==> config.mk <==
export PLATFORM = sky130hd
export DESIGN_NAME = i2c_master_byte_engine_core
export DESIGN_NICKNAME = d
export VERILOG_FILES = /design/src/hdl/i2cm_pkg.sv /design/src/hdl/i2cm_seq.sv /design/src/hdl/i2cm_obuf.sv /design/src/hdl/i2c_master_byte_engine_core.sv
export SDC_FILE = /design/constraint.sdc
export NUM_CORES = 1
export LEC_CHECK = 0
export ABC_AREA = 0
export BUFFER_PORTS_ARGS = -buffer_cell sky130_fd_sc_hd__clkbuf_2
export CORE_UTILIZATION = 25
export CTS_CLUSTER_SIZE = 12
export DETAILED_ROUTE_END_ITERATION = 7
export GPL_TIMING_DRIVEN = 0
export HOLD_SLACK_MARGIN = 0.08
export SLEW_MARGIN = 15
export SYNTH_ARGS = -nofsm -noshare
export SYNTH_HDL_FRONTEND = slang
export SYNTH_SLANG_ARGS = --single-unit
export TNS_END_PERCENT = 5
==> constraint.sdc <==
create_clock -name i_clk -period 3.4 [get_ports i_clk]
set_input_delay 0.34 -clock i_clk [delete_from_list [all_inputs] [get_ports i_clk]]
set_output_delay 0.34 -clock i_clk [all_outputs]
set_load 0.02 [all_outputs]
==> src/hdl/i2cm_pkg.sv <==
// shared types and constants of the i2c master byte engine
// no dependencies; used by every module of the block
package i2cm_pkg;

    localparam int BITS_PER_BYTE = 8;
    localparam int TPUS_W        = 10;
    localparam int LIMIT_W       = 8;
    localparam int CFG_DATA_W    = 10;
    localparam int DLY_W         = 14;
    localparam int BIT_W         = 4;

    // reset values of the configuration registers
    localparam logic [TPUS_W-1:0]  TPUS_RESET  = TPUS_W'(1);
    localparam logic [LIMIT_W-1:0] LIMIT_RESET = LIMIT_W'(250);

    // configuration register indexes
    localparam logic CFG_IDX_TPUS  = 1'b0;
    localparam logic CFG_IDX_LIMIT = 1'b1;

    // command codes
    localparam logic [2:0] CMD_NONE     = 3'd0;
    localparam logic [2:0] CMD_START    = 3'd1;
    localparam logic [2:0] CMD_STOP     = 3'd2;
    localparam logic [2:0] CMD_WRITE    = 3'd3;
    localparam logic [2:0] CMD_WAIT_ACK = 3'd4;
    localparam logic [2:0] CMD_READ     = 3'd5;

    typedef struct packed {
        logic [2:0] command;
        logic [7:0] write_byte;
        logic       master_nack;
        logic       sda_level;
    } t_in_beat;

    typedef struct packed {
        logic       scl_level;
        logic       sda_drive_level;
        logic       sda_output_enable;
        logic       busy_res;
        logic       command_done;
        logic [7:0] received_byte;
        logic       ack_status;
    } t_out_beat;

    typedef struct packed {
        logic [TPUS_W-1:0]  tpus;
        logic [LIMIT_W-1:0] ack_limit;
    } t_cfg;

endpackage

==> src/hdl/i2cm_seq.sv <==
// bus step sequencer: holds the line and counter state, advances one tick per beat
// depends on i2cm_pkg
module i2cm_seq (
    input  logic               i_clk,
    input  logic               i_rst_n,
    input  logic               i_step,
    input  i2cm_pkg::t_in_beat i_beat,
    input  i2cm_pkg::t_cfg     i_cfg,
    output i2cm_pkg::t_out_beat o_beat
);
    import i2cm_pkg::*;

    localparam logic [3:0] PH_IDLE    = 4'd0;
    localparam logic [3:0] PH_START   = 4'd1;
    localparam logic [3:0] PH_STOP    = 4'd2;
    localparam logic [3:0] PH_WR_PRE  = 4'd3;
    localparam logic [3:0] PH_WR_SET  = 4'd4;
    localparam logic [3:0] PH_WR_HIGH = 4'd5;
    localparam logic [3:0] PH_WR_LOW  = 4'd6;
    localparam logic [3:0] PH_AK_PRE  = 4'd7;
    localparam logic [3:0] PH_AK_HIGH = 4'd8;
    localparam logic [3:0] PH_AK_POLL = 4'd9;
    localparam logic [3:0] PH_AK_HOLD = 4'd10;
    localparam logic [3:0] PH_RD_LOW  = 4'd11;
    localparam logic [3:0] PH_RD_HIGH = 4'd12;
    localparam logic [3:0] PH_MA_SET  = 4'd13;
    localparam logic [3:0] PH_MA_HIGH = 4'd14;

    logic [3:0]         r_phase,  n_phase;
    logic [2:0]         r_active, n_active;
    logic [BIT_W-1:0]   r_bit,    n_bit;
    logic [7:0]         r_shift,  n_shift;
    logic [DLY_W-1:0]   r_delay,  n_delay;
    logic [LIMIT_W-1:0] r_tmo,    n_tmo;
    logic               r_scl,    n_scl;
    logic               r_sda,    n_sda;
    logic               r_dir,    n_dir;
    logic               r_ack,    n_ack;

    logic [TPUS_W-1:0] t_eff;
    logic [DLY_W-1:0]  dly2, dly4, dly5;
    logic              enter_en;
    logic [3:0]        enter_ph;
    logic              done;

    // hold times for 2, 4 and 5 microseconds
    assign t_eff = (i_cfg.tpus == '0) ? TPUS_W'(1) : i_cfg.tpus;
    assign dly2  = DLY_W'({t_eff, 1'b0});
    assign dly4  = DLY_W'({t_eff, 2'b00});
    assign dly5  = DLY_W'({t_eff, 2'b00}) + DLY_W'(t_eff);

    // next state for one tick
    always_comb begin
        n_phase  = r_phase;
        n_active = r_active;
        n_bit    = r_bit;
        n_shift  = r_shift;
        n_delay  = r_delay;
        n_tmo    = r_tmo;
        n_scl    = r_scl;
        n_sda    = r_sda;
        n_dir    = r_dir;
        n_ack    = r_ack;
        enter_en = 1'b0;
        enter_ph = r_phase;
        done     = 1'b0;

        if (i_step) begin
            // enter a command, the ack poll outcome or the next step, or count down the hold
            if (r_phase == PH_IDLE) begin
                if (i_beat.command >= CMD_START && i_beat.command <= CMD_READ) begin
                    n_active = i_beat.command;
                    n_bit    = '0;
                    enter_en = 1'b1;
                    unique case (i_beat.command)
                        CMD_START: enter_ph = PH_START;
                        CMD_STOP:  enter_ph = PH_STOP;
                        CMD_WRITE: begin
                            n_shift  = i_beat.write_byte;
                            enter_ph = PH_WR_PRE;
                        end
                        CMD_WAIT_ACK: begin
                            n_ack    = 1'b0;
                            enter_ph = PH_AK_PRE;
                        end
                        default: begin
                            n_shift  = '0;
                            n_ack    = i_beat.master_nack;
                            enter_ph = PH_RD_LOW;
                        end
                    endcase
                end
            end else if (r_phase == PH_AK_POLL) begin
                if (!i_beat.sda_level) begin
                    enter_en = 1'b1;
                    enter_ph = PH_AK_HOLD;
                end else if (r_tmo >= i_cfg.ack_limit) begin
                    // timeout: release the bus with a stop, report nack
                    n_ack    = 1'b1;
                    n_bit    = '0;
                    enter_en = 1'b1;
                    enter_ph = PH_STOP;
                end else begin
                    n_tmo = r_tmo + LIMIT_W'(1);
                end
            end else if (r_delay > DLY_W'(1)) begin
                n_delay = r_delay - DLY_W'(1);
            end else begin
                unique case (r_phase)
                    PH_START, PH_STOP: begin
                        if (r_bit < BIT_W'(2)) begin
                            n_bit    = r_bit + BIT_W'(1);
                            enter_en = 1'b1;
                            enter_ph = r_phase;
                        end else begin
                            done = 1'b1;
                        end
                    end
                    PH_WR_PRE:  begin enter_en = 1'b1; enter_ph = PH_WR_SET;  end
                    PH_WR_SET:  begin enter_en = 1'b1; enter_ph = PH_WR_HIGH; end
                    PH_WR_HIGH: begin enter_en = 1'b1; enter_ph = PH_WR_LOW;  end
                    PH_WR_LOW: begin
                        n_shift = {r_shift[6:0], 1'b0};
                        n_bit   = r_bit + BIT_W'(1);
                        if (n_bit >= BIT_W'(BITS_PER_BYTE)) begin
                            done = 1'b1;
                        end else begin
                            enter_en = 1'b1;
                            enter_ph = PH_WR_SET;
                        end
                    end
                    PH_AK_PRE:  begin enter_en = 1'b1; enter_ph = PH_AK_HIGH; end
                    PH_AK_HIGH: begin enter_en = 1'b1; enter_ph = PH_AK_POLL; end
                    PH_AK_HOLD: begin
                        n_scl = 1'b0;
                        done  = 1'b1;
                    end
                    PH_RD_LOW:  begin enter_en = 1'b1; enter_ph = PH_RD_HIGH; end
                    PH_RD_HIGH: begin
                        n_bit    = r_bit + BIT_W'(1);
                        enter_en = 1'b1;
                        enter_ph = (n_bit >= BIT_W'(BITS_PER_BYTE)) ? PH_MA_SET : PH_RD_LOW;
                    end
                    PH_MA_SET:  begin enter_en = 1'b1; enter_ph = PH_MA_HIGH; end
                    PH_MA_HIGH: begin
                        n_scl = 1'b0;
                        done  = 1'b1;
                    end
                    default: begin
                        n_phase = PH_IDLE;
                        n_delay = '0;
                    end
                endcase
            end

            // line actions and hold time of the entered step
            if (enter_en) begin
                n_phase = enter_ph;
                unique case (enter_ph)
                    PH_START: begin
                        if (n_bit == BIT_W'(0)) begin
                            n_dir = 1'b1;
                            n_scl = 1'b1;
                            n_sda = 1'b1;
                        end else if (n_bit == BIT_W'(1)) begin
                            n_sda = 1'b0;
                        end else begin
                            n_scl = 1'b0;
                        end
                        n_delay = dly5;
                    end
                    PH_STOP: begin
                        if (n_bit == BIT_W'(0)) begin
                            n_dir = 1'b1;
                            n_scl = 1'b0;
                            n_sda = 1'b0;
                        end else if (n_bit == BIT_W'(1)) begin
                            n_scl = 1'b1;
                        end else begin
                            n_sda = 1'b1;
                        end
                        n_delay = dly5;
                    end
                    PH_WR_PRE: begin
                        n_dir   = 1'b1;
                        n_scl   = 1'b0;
                        n_delay = dly5;
                    end
                    PH_WR_SET: begin
                        n_sda   = n_shift[7];
                        n_delay = dly2;
                    end
                    PH_WR_HIGH: begin
                        n_scl   = 1'b1;
                        n_delay = dly5;
                    end
                    PH_WR_LOW: begin
                        n_scl   = 1'b0;
                        n_delay = dly2;
                    end
                    PH_AK_PRE: begin
                        n_dir   = 1'b0;
                        n_scl   = 1'b0;
                        n_tmo   = '0;
                        n_delay = dly5;
                    end
                    PH_AK_HIGH: begin
                        n_scl   = 1'b1;
                        n_delay = dly2;
                    end
                    PH_AK_POLL: n_delay = '0;
                    PH_AK_HOLD: n_delay = dly2;
                    PH_RD_LOW: begin
                        n_dir   = 1'b0;
                        n_scl   = 1'b0;
                        n_delay = dly2;
                    end
                    PH_RD_HIGH: begin
                        n_scl   = 1'b1;
                        n_shift = {n_shift[6:0], i_beat.sda_level};
                        n_delay = dly4;
                    end
                    PH_MA_SET: begin
                        n_scl   = 1'b0;
                        n_dir   = 1'b1;
                        n_sda   = n_ack;
                        n_delay = dly2;
                    end
                    PH_MA_HIGH: begin
                        n_scl   = 1'b1;
                        n_delay = dly2;
                    end
                    default: begin
                        n_phase = PH_IDLE;
                        n_delay = '0;
                    end
                endcase
            end

            if (done) begin
                n_phase = PH_IDLE;
                n_delay = '0;
            end
        end
    end

    // result fields seen after this tick
    always_comb begin
        o_beat.scl_level         = n_scl;
        o_beat.sda_drive_level   = n_dir & n_sda;
        o_beat.sda_output_enable = n_dir;
        o_beat.busy_res          = (n_phase != PH_IDLE);
        o_beat.command_done      = done;
        o_beat.received_byte     = (done && n_active == CMD_READ) ? n_shift : 8'h00;
        o_beat.ack_status        = done && (n_active == CMD_WAIT_ACK) && n_ack;
    end

    // state registers
    always_ff @(posedge i_clk) begin
        if (!i_rst_n) begin
            r_phase  <= PH_IDLE;
            r_active <= CMD_NONE;
            r_bit    <= '0;
            r_shift  <= '0;
            r_delay  <= '0;
            r_tmo    <= '0;
            r_scl    <= 1'b1;
            r_sda    <= 1'b1;
            r_dir    <= 1'b1;
            r_ack    <= 1'b0;
        end else begin
            r_phase  <= n_phase;
            r_active <= n_active;
            r_bit    <= n_bit;
            r_shift  <= n_shift;
            r_delay  <= n_delay;
            r_tmo    <= n_tmo;
            r_scl    <= n_scl;
            r_sda    <= n_sda;
            r_dir    <= n_dir;
            r_ack    <= n_ack;
        end
    end

endmodule

==> src/hdl/i2cm_obuf.sv <==
// result register with a skid slot, so a stalled consumer does not stop intake at once
// depends on i2cm_pkg
module i2cm_obuf (
    input  logic                i_clk,
    input  logic                i_rst_n,
    input  logic                i_push,
    input  i2cm_pkg::t_out_beat i_data,
    output logic                o_space,
    output logic                o_valid,
    input  logic                i_ready,
    output i2cm_pkg::t_out_beat o_data
);
    import i2cm_pkg::*;

    logic      r_out_v, r_skid_v;
    t_out_beat r_out, r_skid;
    logic      pop;

    assign pop     = r_out_v & i_ready;
    assign o_space = ~r_skid_v;
    assign o_valid = r_out_v;
    assign o_data  = r_out;

    // valid flags
    always_ff @(posedge i_clk) begin
        if (!i_rst_n) begin
            r_out_v  <= 1'b0;
            r_skid_v <= 1'b0;
        end else if (r_skid_v) begin
            if (pop) begin
                r_skid_v <= 1'b0;
            end
        end else if (i_push) begin
            if (r_out_v && !pop) begin
                r_skid_v <= 1'b1;
            end else begin
                r_out_v <= 1'b1;
            end
        end else if (pop) begin
            r_out_v <= 1'b0;
        end
    end

    // payload
    always_ff @(posedge i_clk) begin
        if (r_skid_v) begin
            if (pop) begin
                r_out <= r_skid;
            end
        end else if (i_push) begin
            if (r_out_v && !pop) begin
                r_skid <= i_data;
            end else begin
                r_out <= i_data;
            end
        end
    end

endmodule

==> src/hdl/i2c_master_byte_engine_core.sv <==
// top level of the i2c master byte engine: config registers, sequencer, result buffer
// depends on i2cm_pkg, i2cm_seq and i2cm_obuf
//
//   channel   direction  handshake                   payload
//   input     in         i_in_valid / o_in_ready     t_in_beat, one tick
//   result    out        o_out_valid / i_out_ready   t_out_beat, one per tick
//   config    in         i_cfg_we, i_cfg_idx         i_cfg_wdata, no read-back
//
// one tick is taken per clock while o_in_ready is high; its result is registered
// the sequencer's state update is a loop closed through its state registers
// a two-entry result buffer keeps intake going on stall until its skid slot fills,
// after which o_in_ready drops until the consumer takes a beat
// synchronous active-low reset; no clearing pass
module i2c_master_byte_engine_core (
    input  logic                          i_clk,
    input  logic                          i_rst_n,
    input  logic                          i_in_valid,
    output logic                          o_in_ready,
    input  i2cm_pkg::t_in_beat            i_in_data,
    output logic                          o_out_valid,
    input  logic                          i_out_ready,
    output i2cm_pkg::t_out_beat           o_out_data,
    input  logic                          i_cfg_we,
    input  logic                          i_cfg_idx,
    input  logic [i2cm_pkg::CFG_DATA_W-1:0] i_cfg_wdata
);
    import i2cm_pkg::*;

    t_cfg      r_cfg;
    logic      step;
    logic      space;
    t_out_beat seq_beat;

    assign step       = i_in_valid & space;
    assign o_in_ready = space;

    // configuration registers
    always_ff @(posedge i_clk) begin
        if (!i_rst_n) begin
            r_cfg.tpus      <= TPUS_RESET;
            r_cfg.ack_limit <= LIMIT_RESET;
        end else if (i_cfg_we) begin
            unique case (i_cfg_idx)
                CFG_IDX_TPUS:  r_cfg.tpus      <= i_cfg_wdata[TPUS_W-1:0];
                CFG_IDX_LIMIT: r_cfg.ack_limit <= i_cfg_wdata[LIMIT_W-1:0];
                default:       r_cfg.ack_limit <= r_cfg.ack_limit;
            endcase
        end
    end

    i2cm_seq u_seq (
        .i_clk   (i_clk),
        .i_rst_n (i_rst_n),
        .i_step  (step),
        .i_beat  (i_in_data),
        .i_cfg   (r_cfg),
        .o_beat  (seq_beat)
    );

    i2cm_obuf u_obuf (
        .i_clk   (i_clk),
        .i_rst_n (i_rst_n),
        .i_push  (step),
        .i_data  (seq_beat),
        .o_space (space),
        .o_valid (o_out_valid),
        .i_ready (i_out_ready),
        .o_data  (o_out_data)
    );

endmodule

---- After elaboration in Yosys (flattened, before gate mapping) ----
Index checks and enable logic that the tools add are counted.
storage, ports and cells
  register bits after elaboration ......... 93
  latch bits .............................. 0
  memory bits (writable) .................. 0
  bits in read-only memories .............. 0
  input port bits ......................... 29
  output and inout bits ................... 16
  logic and storage cells ................. 230
  memories kept ........................... 0
cells by class
  add/subtract/negate cells ............... 4
  $mul .................................... 0
  div/mod/pow operators ................... 0
  order comparisons ....................... 6
  equal/unequal tests ..................... 41
  shift-type cells ........................ 0
  multiplexer cells ....................... 113
  bitwise operators ....................... 5
  reduce and logical (&&, ||, !) cells .... 33
operator list
  operator                                                                           number
  14-bit 2-to-1 mux                                                                  10
  8-bit 2-to-1 mux                                                                   15
  4-bit 2-to-1 mux                                                                   24
  4-bit equality test (second input constant)                                        14
  1-bit 2-to-1 mux                                                                   48
  14-bit one-hot mux with 3 select lines                                             1
  4-bit one-hot mux with 9 select lines                                              1
  4-bit by 3-bit equality test with 1-bit output (second input constant)             8
  4-bit by 2-bit equality test with 1-bit output (second input constant)             4
  4-bit one-hot mux with 4 select lines                                              1
  8-bit one-hot mux with 2 select lines                                              1
  14-bit by 1-bit greater-than comparator with 1-bit output (second input constant)  1
  14-bit OR reduction                                                                1
  14-bit by 1-bit subtractor with 14-bit output (second input constant)              1
  12-bit by 10-bit adder with 13-bit output                                          1
  13-bit OR reduction                                                                1
  4-bit by 1-bit equality test with 1-bit output (second input constant)             3
  3-bit 2-to-1 mux                                                                   4
  2-bit OR reduction                                                                 6
  10-bit zero test                                                                   1
  10-bit 2-to-1 mux                                                                  1
  5-bit OR reduction                                                                 2
  3-bit equality test (second input constant)                                        3
  1-bit one-hot mux with 3 select lines                                              3
  other kinds (30)                                                                   47

---- Depth between registers and ports, before layout ----
Gate-level depths: netlist of run 1.
  depth in word-level cells ............... 18
  gate-level depth with buffers ........... 16
  gate-level depth less buffers ........... 15

---- Cells and area by module ----
A second synthesis of run 1 with hierarchy kept.
second synthesis, totals
  cells, all modules ...................... 752
  area, all modules ....................... 6546.3 µm²
by module, submodules not included
  module                       instances  cells an instance  area each (µm²)  seq. area each (µm²)
  i2cm_seq                     1          613                4623.2           900.9
  i2cm_obuf                    1          58                 1168.6           880.8
  i2c_master_byte_engine_core  1          81                 754.5            360.3

---- Worst setup path after synthesis of run 1 ----
OpenSTA, ideal clock, no wires.
  kind .................................... flip-flop to flip-flop
  from .................................... reg u_seq.r_delay[0]
  to ...................................... reg u_obuf.r_out (netlist bit u_obuf.o_data[1]) (data pin)
  library setup time ...................... 0.260 ns
  arrival ................................. 3.173 ns
  required time ........................... 3.140 ns
  path slack .............................. -0.033 ns
  stages on the path, launching flop included .. 14
  path buffers ............................ 1
  clock period less this slack ............ 3.433 ns
  cells stage by stage .................... dfxtp_1 -> inv_1 -> ha_1 -> clkbuf_1 -> o21ba_1 -> nand4_2 -> a31oi_1 -> mux2_1 -> o21ai_1 -> and3_1 -> nand2_1 -> mux2_1 -> mux2i_1 -> o21ai_1
on the way
  word-level cells in the longest chain between the ends .. 13
  elaborated cells on any way between the ends .. 26
  classes of those cells .................. order compare (1); eq/ne (1); mux (23); reduce/logical (1)
RTL lines
  what                                                           RTL line         RTL
  start, declared                                                i2cm_seq.sv:33   logic [DLY_W-1:0] r_delay, n_delay;
  start signal, assigned                                         i2cm_seq.sv:276  r_delay <= n_delay;
  14-bit by 1-bit greater-than comparator with 1-bit output (*)  i2cm_seq.sv:106  end else if (r_delay > DLY_W'(1)) begin
  4-bit 2-to-1 mux                                               i2cm_seq.sv:106
  4-bit 2-to-1 mux                                               i2cm_seq.sv:93   end else if (r_phase == PH_AK_POLL) begin
  4-bit 2-to-1 mux                                               i2cm_seq.sv:70   if (r_phase == PH_IDLE) begin
  4-bit 2-to-1 mux                                               i2cm_seq.sv:68   if (i_step) begin
  4-bit equality test                                            i2cm_seq.sv:159  unique case (enter_ph)
  8-bit 2-to-1 mux                                               i2cm_seq.sv:159
  8-bit 2-to-1 mux                                               i2cm_seq.sv:157  if (enter_en) begin
  8-bit 2-to-1 mux                                               i2cm_seq.sv:68
  8-bit 2-to-1 mux (*)                                           i2cm_seq.sv:254  o_beat.received_byte = (done && n_active == CMD_READ) ? n_shift : 8'h00;
  14-bit 2-to-1 mux (*)                                          i2cm_obuf.sv:51  if (r_out_v && !pop) begin
  14-bit 2-to-1 mux (*)                                          i2cm_obuf.sv:50  end else if (i_push) begin
  14-bit 2-to-1 mux (*)                                          i2cm_obuf.sv:46  if (r_skid_v) begin
  end signal, assigned                                           i2cm_obuf.sv:48  r_out <= r_skid;
  end signal, assigned                                           i2cm_obuf.sv:54  r_out <= i_data;
  end, declared                                                  i2cm_obuf.sv:16  t_out_beat r_out, r_skid;
Mark *: on every way between the ends. The rest lies on a longest branch, timed or not. The select of a mux whose other input is x is not followed.
A chain may end at the register's enable or synchronous reset.

==> impl_metrics.env, run 1 <==
export IMPL_finClkSkew_ps=6.48
export IMPL_cts_root_buf="clkbuf_16"
export IMPL_syn_mean_instance_area_um2=7.91
export IMPL_layout_drive_gt1_share=0.164
export IMPL_power_density_nw_per_um2=679
export IMPL_synth_cell_types=83
export IMPL_ctsHoldBuffers=0
export IMPL_cts_tree="done"
export IMPL_syn_area_um2=6320
export IMPL_drt_first_pass_iters=5
export IMPL_ys_warn_count=0
export IMPL_crit_required_ps=3510
export IMPL_status="finished clean"
export IMPL_synthFlopType="dfxtp_1"
export IMPL_cp_num_cells=10
export IMPL_tns_ps=0
export IMPL_crit_path_cell_trace="or4_4, nor3_4, nand2b_4, or3_4, o31a_1, a211o_4, a221oi_2, a21oi_2, or3_4, a22o_1"
export IMPL_clock_latency_ps=350
export IMPL_cp_slowest_cell="or4_4"
export IMPL_port_buffers=42
export IMPL_rows=57
export IMPL_cpLargestDelayFamily="simple AND/OR/NAND/NOR gates"
export IMPL_cts_max_level=3
export IMPL_grt_pass1_wl_um=28800
export IMPL_clock_fmax_ghz=0.298
export IMPL_vias=6113
export IMPL_gr_usage_all_layers=0.137
export IMPL_ant_nets=0
export IMPL_dieWidth_um=161
export IMPL_start_util=0.258
export IMPL_numClockSinks=93
export IMPL_cpPeakStageDelay_ps=560
export IMPL_gp_congestion=0.872
export IMPL_drt_initial_drc_count=540
export IMPL_layout_commonest_cell="nand2_1"
export IMPL_ys_async_sr_fraction=0
export IMPL_ir_worst_vdd_v=0.000333
export IMPL_vias_per_cell=5.17
export IMPL_antenna_found_initial=0
export IMPL_end_kind="flip-flop"
export IMPL_hold_viol_final=0
export IMPL_dieArea_um2=25900
export IMPL_crit_fanout=6
export IMPL_start_kind="flip-flop"
export IMPL_nNetsFinal=903
export IMPL_setup_viol=0
export IMPL_antenna_cells=0
export IMPL_p_leak_nw=2.81
export IMPL_final_core_util=0.308
export IMPL_slew_limit_headroom=0.359
export IMPL_critPathMostFrequentCell="or3_4"
export IMPL_worstHoldPathCells=2
export IMPL_worst_pin_slew_ps=956
export IMPL_grt_ovfl_total=0
export IMPL_grt_max_degree=18
export IMPL_final_cell_mix="nand2_1 (112), a21oi_1 (60), dfxtp_1 (58)"
export IMPL_critPathKind="reg -> reg"
export IMPL_crit_buf_inv=0
export IMPL_seq_area_frac_synth=0.339
export IMPL_first_global_vias=5569
export IMPL_post_route_min_period_ps=3350
export IMPL_fp_coreArea_um2=24500
export IMPL_clockBufferDepth=2
export IMPL_finalCritPeriodShare=0.985
export IMPL_drc=0
export IMPL_max_cap_viol_count=0
export IMPL_wire_per_inst_um=15.3
export IMPL_area_growth_pct=19.5
export IMPL_layout_cells_non_filler=1182
export IMPL_cts_made_buffers=9
export IMPL_reg2regPathDepth=10
export IMPL_dp_hpwl_um=13500
export IMPL_rsz0062_at_grt="yes"
export IMPL_die_y_um=161
export IMPL_drt_wl_total_um=18100
export IMPL_pin_count=45
export IMPL_dp_slack_ps=-832
export IMPL_synth_edf_count=28
export IMPL_setup_ws_ps=49.7
export IMPL_dpl_cell_count=1167
export IMPL_synthCells=800
export IMPL_min_path_type="in -> reg"
export IMPL_clkTransAtPathRegs_ps=70
export IMPL_ys_ff_latch=93
export IMPL_cp_data_arrival_time_ps=3460
export IMPL_slew_violations=0
export IMPL_syn_nets=850
kinds of logic after synthesis:
group / count (synthesis) / synth area share
AO/OA/AOI/OAI: 259 / 0.269
buffers and inverters: 78 / 0.0481
adder cells (fa/ha/maj): 21 / 0.0427
AND/OR/NAND/NOR: 318 / 0.255
flip-flops: 93 / 0.339
multiplexers: 11 / 0.0180
XOR/XNOR: 20 / 0.0277
power breakdown:
group          leakage [nW]  internal (mW)  switching [mW]
Combinational          1.87          0.987            1.61
Clock                 0.145          0.582           0.472
Sequential            0.803           1.31           0.174
Total                  2.81           2.88            2.26
worst register-to-register path, delay by kind of cell (launching register included):
family | cells | cell delay (ps)
AOI/OAI and AO/OA | 5 | 1100
DFF | 1 | 360
and+or+nand+nor | 5 | 1660
layer usage:
layer	GRT usage	wire [um]	up-vias
li1	-	-	3032
met1	0.193	8650	2856
met2	0.215	7940	207
met3	0.0326	1290	18
met4	0.0253	203	0
met5	0	0	-
Yosys cell counts, drive strengths merged, types with 6 or more instances:
master / count / share of area
nand3: 19 / 0.015
a22o: 8 / 0.011
o21ai: 73 / 0.058
nor2b: 20 / 0.020
xnor2: 9 / 0.012
a211oi: 12 / 0.015
nand2b: 9 / 0.0093
clkbuf: 44 / 0.026
a31oi: 11 / 0.011
xor2: 11 / 0.015
dfxtp: 65 / 0.21
a21oi: 63 / 0.050
nand4: 7 / 0.0079
nand2: 113 / 0.067
nor3: 24 / 0.021
a221oi: 8 / 0.012
buf: 10 / 0.0077
ha: 20 / 0.040
mux2i: 8 / 0.013
nor2: 53 / 0.031
o21a: 8 / 0.011
nor4: 9 / 0.012
inv: 24 / 0.014
and3: 7 / 0.0077
edfxtp: 28 / 0.13
a21o: 10 / 0.012
o31ai: 8 / 0.0095
and2: 29 / 0.029
o211ai: 11 / 0.013
a32o: 6 / 0.0095
flip-flops by register name, summed over array words and instances, names as in the netlist:
register,count
u_obuf.o_data,14
u_obuf.o_valid,1
u_seq.r_bit,4
u_obuf.r_skid_v,1
r_cfg,18
u_seq.r_sda,1
u_seq.r_scl,1
u_seq.r_phase,4
u_seq.r_active,3
u_seq.r_ack,1
u_seq.r_tmo,8
u_obuf.r_skid,14
u_seq.r_dir,1
u_seq.r_delay,14
u_seq.r_shift,8
final cells by class:
class / count / area (um2)
Clock inverter: 7 / 80.1
Tap cell: 324 / 405
Fill cell: 2661 / 17000
Buffer: 48 / 200
Multi-Input combinational cell: 629 / 4150
Timing Repair Buffer: 48 / 255
Sequential cell: 93 / 2150
Inverter: 24 / 90.1
Clock buffer: 9 / 225
metrics by stage:
stage          instance area (um2)  total power [mW]  hold WS (ps)
2_1_floorplan                 6330              3.16           422
3_3_place_gp                  6940              3.75           444
3_5_place_dp                  6960              3.77           456
4_1_cts                       7380              4.97           185
5_1_grt                       7560              5.48           185
6_report                      7560              5.13           186
final timing paths:
kind | from | endpoint | slack, ps
worst max-delay path | u_seq.r_delay[3]$_SDFFE_PN0P_ | u_obuf.r_skid[13]$_DFFE_PP_ | 50
worst min-delay path | i_out_ready | u_obuf.r_skid_v$_SDFF_PN0_ | 190
worst max register to register | u_seq.r_delay[3]$_SDFFE_PN0P_ | u_obuf.r_skid[13]$_DFFE_PP_ | 50
worst min register to register | r_cfg[2]$_SDFFE_PN0P_ | r_cfg[2]$_SDFFE_PN0P_ | 460
timing repair:
action | in CTS | in global routing
pin swaps | 3 | 11
gates cloned | 0 | 0
endpoints found under the setup margin | 48 | 38
gates resized for setup | 26 | 44
buffers inserted | 2 | 3
(Power assumes the default switching activity.)
==> run 2, diff against run 1 <==
--- a/config.mk
+++ b/config.mk
@@ -12,6 +12,7 @@
 export DETAILED_ROUTE_END_ITERATION = 7
 export GPL_TIMING_DRIVEN = 0
 export HOLD_SLACK_MARGIN = 0.08
+export REMOVE_ABC_BUFFERS = 1
 export SLEW_MARGIN = 15
 export SYNTH_ARGS = -nofsm -noshare
 export SYNTH_HDL_FRONTEND = slang
==> run 2 against run 1 <==
  * Utilization shrank 0.74 points
  * Critical path depth grew 1
  * Non-clock buffer count shrank 42
  * Worst hold slack gained 15 ps
  * Die area is the same
  * Critical path type unchanged
==> impl_metrics.env, run 2 (synthesis results as in run 1) <==
export IMPL_status="finished clean"
export IMPL_r2r_start="u_seq.r_delay[0]$_SDFFE_PN0P_"
export IMPL_fp_coreArea_um2=24500
export IMPL_cp_data_arrival_time_ps=3560
export IMPL_first_global_vias=5435
export IMPL_antenna_cells=0
export IMPL_wire_per_inst_um=15.2
export IMPL_ir_worst_vdd_v=0.000435
export IMPL_finClkSkew_ps=9.20
export IMPL_drt_initial_drc_count=533
export IMPL_grt_max_degree=30
export IMPL_fillers=2642
export IMPL_min_path_type="in -> reg"
export IMPL_vias_per_cell=5.16
export IMPL_start_util=0.258
export IMPL_drc=0
export IMPL_gp_congestion=0.820
export IMPL_gr_usage_all_layers=0.134
export IMPL_ant_nets=0
export IMPL_dp_slack_ps=-1090
export IMPL_grt_pass1_wl_um=28200
export IMPL_crit_fanout=10
export IMPL_p_leak_nw=2.74
export IMPL_numClockSinks=93
export IMPL_cpLargestDelayFamily="compound AO/OA/AOI/OAI gates"
export IMPL_crit_path_cell_trace="inv_1, ha_4, o21ba_2, nand4_4, o31a_1, o211a_4, or3_4, and3_4, o21a_4, a221o_1, a32o_1"
export IMPL_dp_hpwl_um=12100
export IMPL_port_buffers=44
export IMPL_critPathKind="reg -> reg"
export IMPL_antenna_found_initial=0
export IMPL_post_route_min_period_ps=3320
export IMPL_ctsHoldBuffers=0
export IMPL_dieWidth_um=161
export IMPL_power_density_nw_per_um2=691
export IMPL_area_growth_pct=16.6
export IMPL_max_cap_viol_count=0
export IMPL_drt_wl_total_um=17300
export IMPL_worstHoldPathCells=2
export IMPL_worst_pin_slew_ps=1080
export IMPL_end_kind="flip-flop"
export IMPL_clock_fmax_ghz=0.301
export IMPL_worstHoldStart="i_out_ready"
export IMPL_largest_reg_flops=18
export IMPL_stdcell_area_um2=7380
export IMPL_largest_register="r_cfg"
export IMPL_rows=57
export IMPL_setup_ws_ps=75.3
export IMPL_final_core_util=0.301
export IMPL_pin_count=45
export IMPL_worst_hold_slack_ps=201
export IMPL_cts_tree="done"
export IMPL_final_cell_mix="nand2_1 (111), a21oi_1 (62), dfxtp_1 (59)"
export IMPL_grt_ovfl_total=0
export IMPL_layout_drive_gt1_share=0.153
export IMPL_drt_first_pass_iters=5
export IMPL_cts_made_buffers=9
export IMPL_vias=5877
export IMPL_cp_num_cells=11
export IMPL_clockBufferDepth=2
export IMPL_layout_commonest_cell="nand2_1"
export IMPL_nNetsFinal=861
export IMPL_cpPeakStageDelay_ps=440
export IMPL_dieArea_um2=25900
export IMPL_crit_required_ps=3640
export IMPL_clock_latency_ps=350
export IMPL_cts_max_level=3
export IMPL_reg2regPathDepth=11
export IMPL_die_y_um=161
export IMPL_dpl_cell_count=1115
export IMPL_slew_violations=0
export IMPL_crit_buf_inv=1
export IMPL_finalCritPeriodShare=0.978
export IMPL_cp_slowest_cell="or3_4"
export IMPL_place_area_um2=6760
export IMPL_rsz0062_at_grt="yes"
export IMPL_finalPower_mw=5.10
export IMPL_hold_viol_final=0
export IMPL_clkTransAtPathRegs_ps=60
export IMPL_setup_viol=0
export IMPL_tns_ps=0
export IMPL_regToRegSetupSlack_ps=80
export IMPL_slew_limit_headroom=0.275
export IMPL_start_kind="flip-flop"
export IMPL_layout_cells_non_filler=1140
export IMPL_startpoint="u_seq.r_delay[0]$_SDFFE_PN0P_"
export IMPL_cts_root_buf="clkbuf_16"
run 2: final timing paths:
kind	to
worst max-delay path	u_seq.r_delay[1]$_SDFFE_PN0P_
worst min-delay path	u_obuf.r_skid_v$_SDFF_PN0_
worst max register to register	u_seq.r_delay[1]$_SDFFE_PN0P_
worst min register to register	u_seq.r_delay[13]$_SDFFE_PN0P_
run 2: final cells by class:
class | count | area, um2 | share of cell area
Clock inverter | 4 | 53.8 | 0.00729
Timing Repair Buffer | 54 | 295 | 0.0400
Multi-Input combinational cell | 629 | 4110 | 0.558
Tap cell | 324 | 405 | 0.0550
Inverter | 24 | 90.1 | 0.0122
Clock buffer | 12 | 258 | 0.0349
Sequential cell | 93 | 2160 | 0.293
run 2: timing repair:
action                                  CTS  global route
resized for setup                        33            26
pin swaps                                 3             6
endpoints found under the setup margin   56            38
setup buffers                             2             7
run 2: worst reg2reg max path: stages, from the launching register on:
cell	delay (ps)
dfxtp_1	370
inv_1	140
ha_4	200
o21ba_2	210
nand4_4	200
o31a_1	350
o211a_4	290
or3_4	440
and3_4	210
o21a_4	250
a221o_1	320
a32o_1	240
run 2: layer usage:
metal	GRT usage	routed length (um)
met1	0.188	8480
met2	0.214	7850
met3	0.0218	809
met4	0.0313	180
met5	0	0
run 2: power breakdown:
part | internal (mW) | total [mW] | switching [mW]
logic | 0.980 | 2.50 | 1.52
registers | 1.30 | 1.52 | 0.220
clock network | 0.619 | 1.07 | 0.455
==> run 3, diff against run 2 <==
--- a/config.mk
+++ b/config.mk
@@ -6,7 +6,7 @@
 export NUM_CORES = 1
 export LEC_CHECK = 0
 export ABC_AREA = 0
-export BUFFER_PORTS_ARGS = -buffer_cell sky130_fd_sc_hd__clkbuf_2
+export BUFFER_PORTS_ARGS = -buffer_cell sky130_fd_sc_hd__buf_2
 export CORE_UTILIZATION = 25
 export CTS_CLUSTER_SIZE = 12
 export DETAILED_ROUTE_END_ITERATION = 7
==> run 3 against run 2 <==
  * Fmax grew 0.28%
  * Sequential cell count is the same
  * Cell area shrank 0.42%
  * Utilization shrank 0.13 points
  * Register-to-register slack is essentially flat
  * Total power shrank 1.8%
  * Sequential power is essentially flat
  * Largest power group unchanged
  * Via count grew 0.71%
  * Die area is the same
  * Cell count is essentially flat
==> impl_metrics.env, run 3 (synthesis results as in run 1) <==
export IMPL_status="finished clean"
export IMPL_holdPathEnd="u_obuf.r_skid_v$_SDFF_PN0_"
export IMPL_drt_initial_drc_count=549
export IMPL_fp_coreArea_um2=24500
export IMPL_clkTransAtPathRegs_ps=70
export IMPL_finalCritPeriodShare=0.975
export IMPL_max_cap_viol_count=0
export IMPL_clock_latency_ps=350
export IMPL_r2r_start="u_seq.r_delay[2]$_SDFFE_PN0P_"
export IMPL_cts_root_buf="clkbuf_16"
export IMPL_dpl_cell_count=1115
export IMPL_p_leak_nw=2.72
export IMPL_final_core_util=0.299
export IMPL_rows=57
export IMPL_slew_violations=0
export IMPL_hold_viol_final=0
export IMPL_pin_count=45
export IMPL_largest_register="r_cfg"
export IMPL_numClockSinks=93
export IMPL_clockBufferDepth=2
export IMPL_dp_slack_ps=-1100
export IMPL_dieArea_um2=25900
export IMPL_fillers=2654
export IMPL_slew_limit_headroom=0.290
export IMPL_layout_commonest_cell="nand2_1"
export IMPL_drt_first_pass_iters=5
export IMPL_gp_congestion=0.817
export IMPL_min_path_type="in -> reg"
export IMPL_grt_pass1_wl_um=27900
export IMPL_vias_per_cell=5.19
export IMPL_layout_cells_non_filler=1141
export IMPL_first_global_vias=5420
export IMPL_tns_ps=0
export IMPL_regToRegSetupSlack_ps=80
export IMPL_critPathKind="reg -> reg"
export IMPL_multiInputGateArea_um2=4100
export IMPL_ant_nets=0
export IMPL_start_kind="flip-flop"
export IMPL_antenna_cells=0
export IMPL_grt_max_degree=30
export IMPL_antenna_found_initial=0
export IMPL_reg2regPathDepth=10
export IMPL_crit_required_ps=3510
export IMPL_die_y_um=161
export IMPL_drc=0
export IMPL_ir_worst_vdd_v=0.000326
export IMPL_drt_wl_total_um=17100
export IMPL_clock_fmax_ghz=0.302
export IMPL_largest_reg_flops=18
export IMPL_cts_max_level=3
export IMPL_finClkSkew_ps=5.87
export IMPL_wire_per_inst_um=15.0
export IMPL_final_cell_mix="nand2_1 (111), a21oi_1 (62), dfxtp_1 (59)"
export IMPL_setup_ws_ps=84.6
export IMPL_worstHoldPathCells=2
export IMPL_gr_usage_all_layers=0.133
export IMPL_vias=5919
export IMPL_worst_pin_slew_ps=1060
export IMPL_seqCellArea_um2=2160
export IMPL_post_route_min_period_ps=3320
export IMPL_rsz0062_at_grt="yes"
export IMPL_grt_ovfl_total=0
export IMPL_setup_viol=0
export IMPL_port_buffers=44
export IMPL_worstHoldStart="i_out_ready"
export IMPL_cts_made_buffers=9
export IMPL_dieWidth_um=161
export IMPL_power_density_nw_per_um2=682
export IMPL_nNetsFinal=862
export IMPL_crit_fanout=6
export IMPL_start_util=0.258
export IMPL_dp_hpwl_um=12100
export IMPL_ctsHoldBuffers=0
export IMPL_cp_data_arrival_time_ps=3420
export IMPL_r2r_end="u_obuf.r_skid[13]$_DFFE_PP_"
export IMPL_layout_drive_gt1_share=0.158
export IMPL_cts_tree="done"
export IMPL_area_growth_pct=16.1
export IMPL_end_kind="flip-flop"
## run 3: worst max-delay path by stage
stage / from / to / slack [ps] / cells past startpoint
after floorplan: u_seq.r_delay[0]$_SDFFE_PN0P_ / u_obuf.o_data[1]$_DFFE_PP_ / -150 / 12
after CTS: u_seq.r_delay[0]$_SDFFE_PN0P_ / u_obuf.o_data[12]$_DFFE_PP_ / 2 / 12
after global placement: u_seq.r_phase[0]$_SDFF_PN0_ / u_seq.r_tmo[7]$_SDFFE_PN0P_ / -1170 / 7
final: u_seq.r_delay[2]$_SDFFE_PN0P_ / u_obuf.r_skid[13]$_DFFE_PP_ / 80 / 10
after global routing: u_seq.r_delay[2]$_SDFFE_PN0P_ / u_obuf.r_skid[13]$_DFFE_PP_ / -50 / 10
after detailed placement: u_seq.r_delay[1]$_SDFFE_PN0P_ / u_obuf.o_data[1]$_DFFE_PP_ / -1100 / 12
## run 3: repair_timing
item,4_1_cts,5_1_grt
setup endpoints to repair,56,38
buffers inserted,4,6
resized for setup,34,24
pin swaps,2,6
## run 3: critical path: stages, from the launching register on
cell and delay (ps):
dfxtp_2 360, or4_4 560, nor3_4 190, nand2b_4 100, or3_4 380, o31a_1 280
a211o_4 380, a221oi_2 180, a21oi_1 80, or3_1 370, a22o_1 180
## run 3: through the flow
step | hold slack (ps) | power, mW | area, um2
after floorplan | 402 | 3.09 | 6110
after global placement | 451 | 3.67 | 6740
after detailed placement | 463 | 3.68 | 6760
after CTS | 175 | 4.86 | 7210
after global routing | 188 | 5.35 | 7340
final | 185 | 5.01 | 7340
## run 3: metal layers
| metal | GRT usage | vias up | routed length (um) |
|---|---|---|---|
| met4 | 0.0425 | 0 | 258 |
| met5 | 0 | - | 0 |
| met3 | 0.0295 | 18 | 912 |
| met2 | 0.203 | 160 | 7580 |
| met1 | 0.184 | 2789 | 8320 |
| li1 | - | 2952 | - |
## run 3: power by group
| part | leakage, nW | switching [mW] | internal, mW |
|---|---|---|---|
| combinational | 1.77 | 1.51 | 0.983 |
| clock | 0.139 | 0.448 | 0.542 |
| sequential | 0.803 | 0.218 | 1.30 |
| total | 2.72 | 2.18 | 2.83 |
## run 3: area by class of cell
class | instances | area share
multi-input cells | 629 | 0.558
clock buffers | 11 | 0.0346
well taps | 324 | 0.0552
clock inverters | 5 | 0.00460
repair buffers | 55 | 0.0412
flip-flops and latches | 93 | 0.294
inverters | 24 | 0.0123
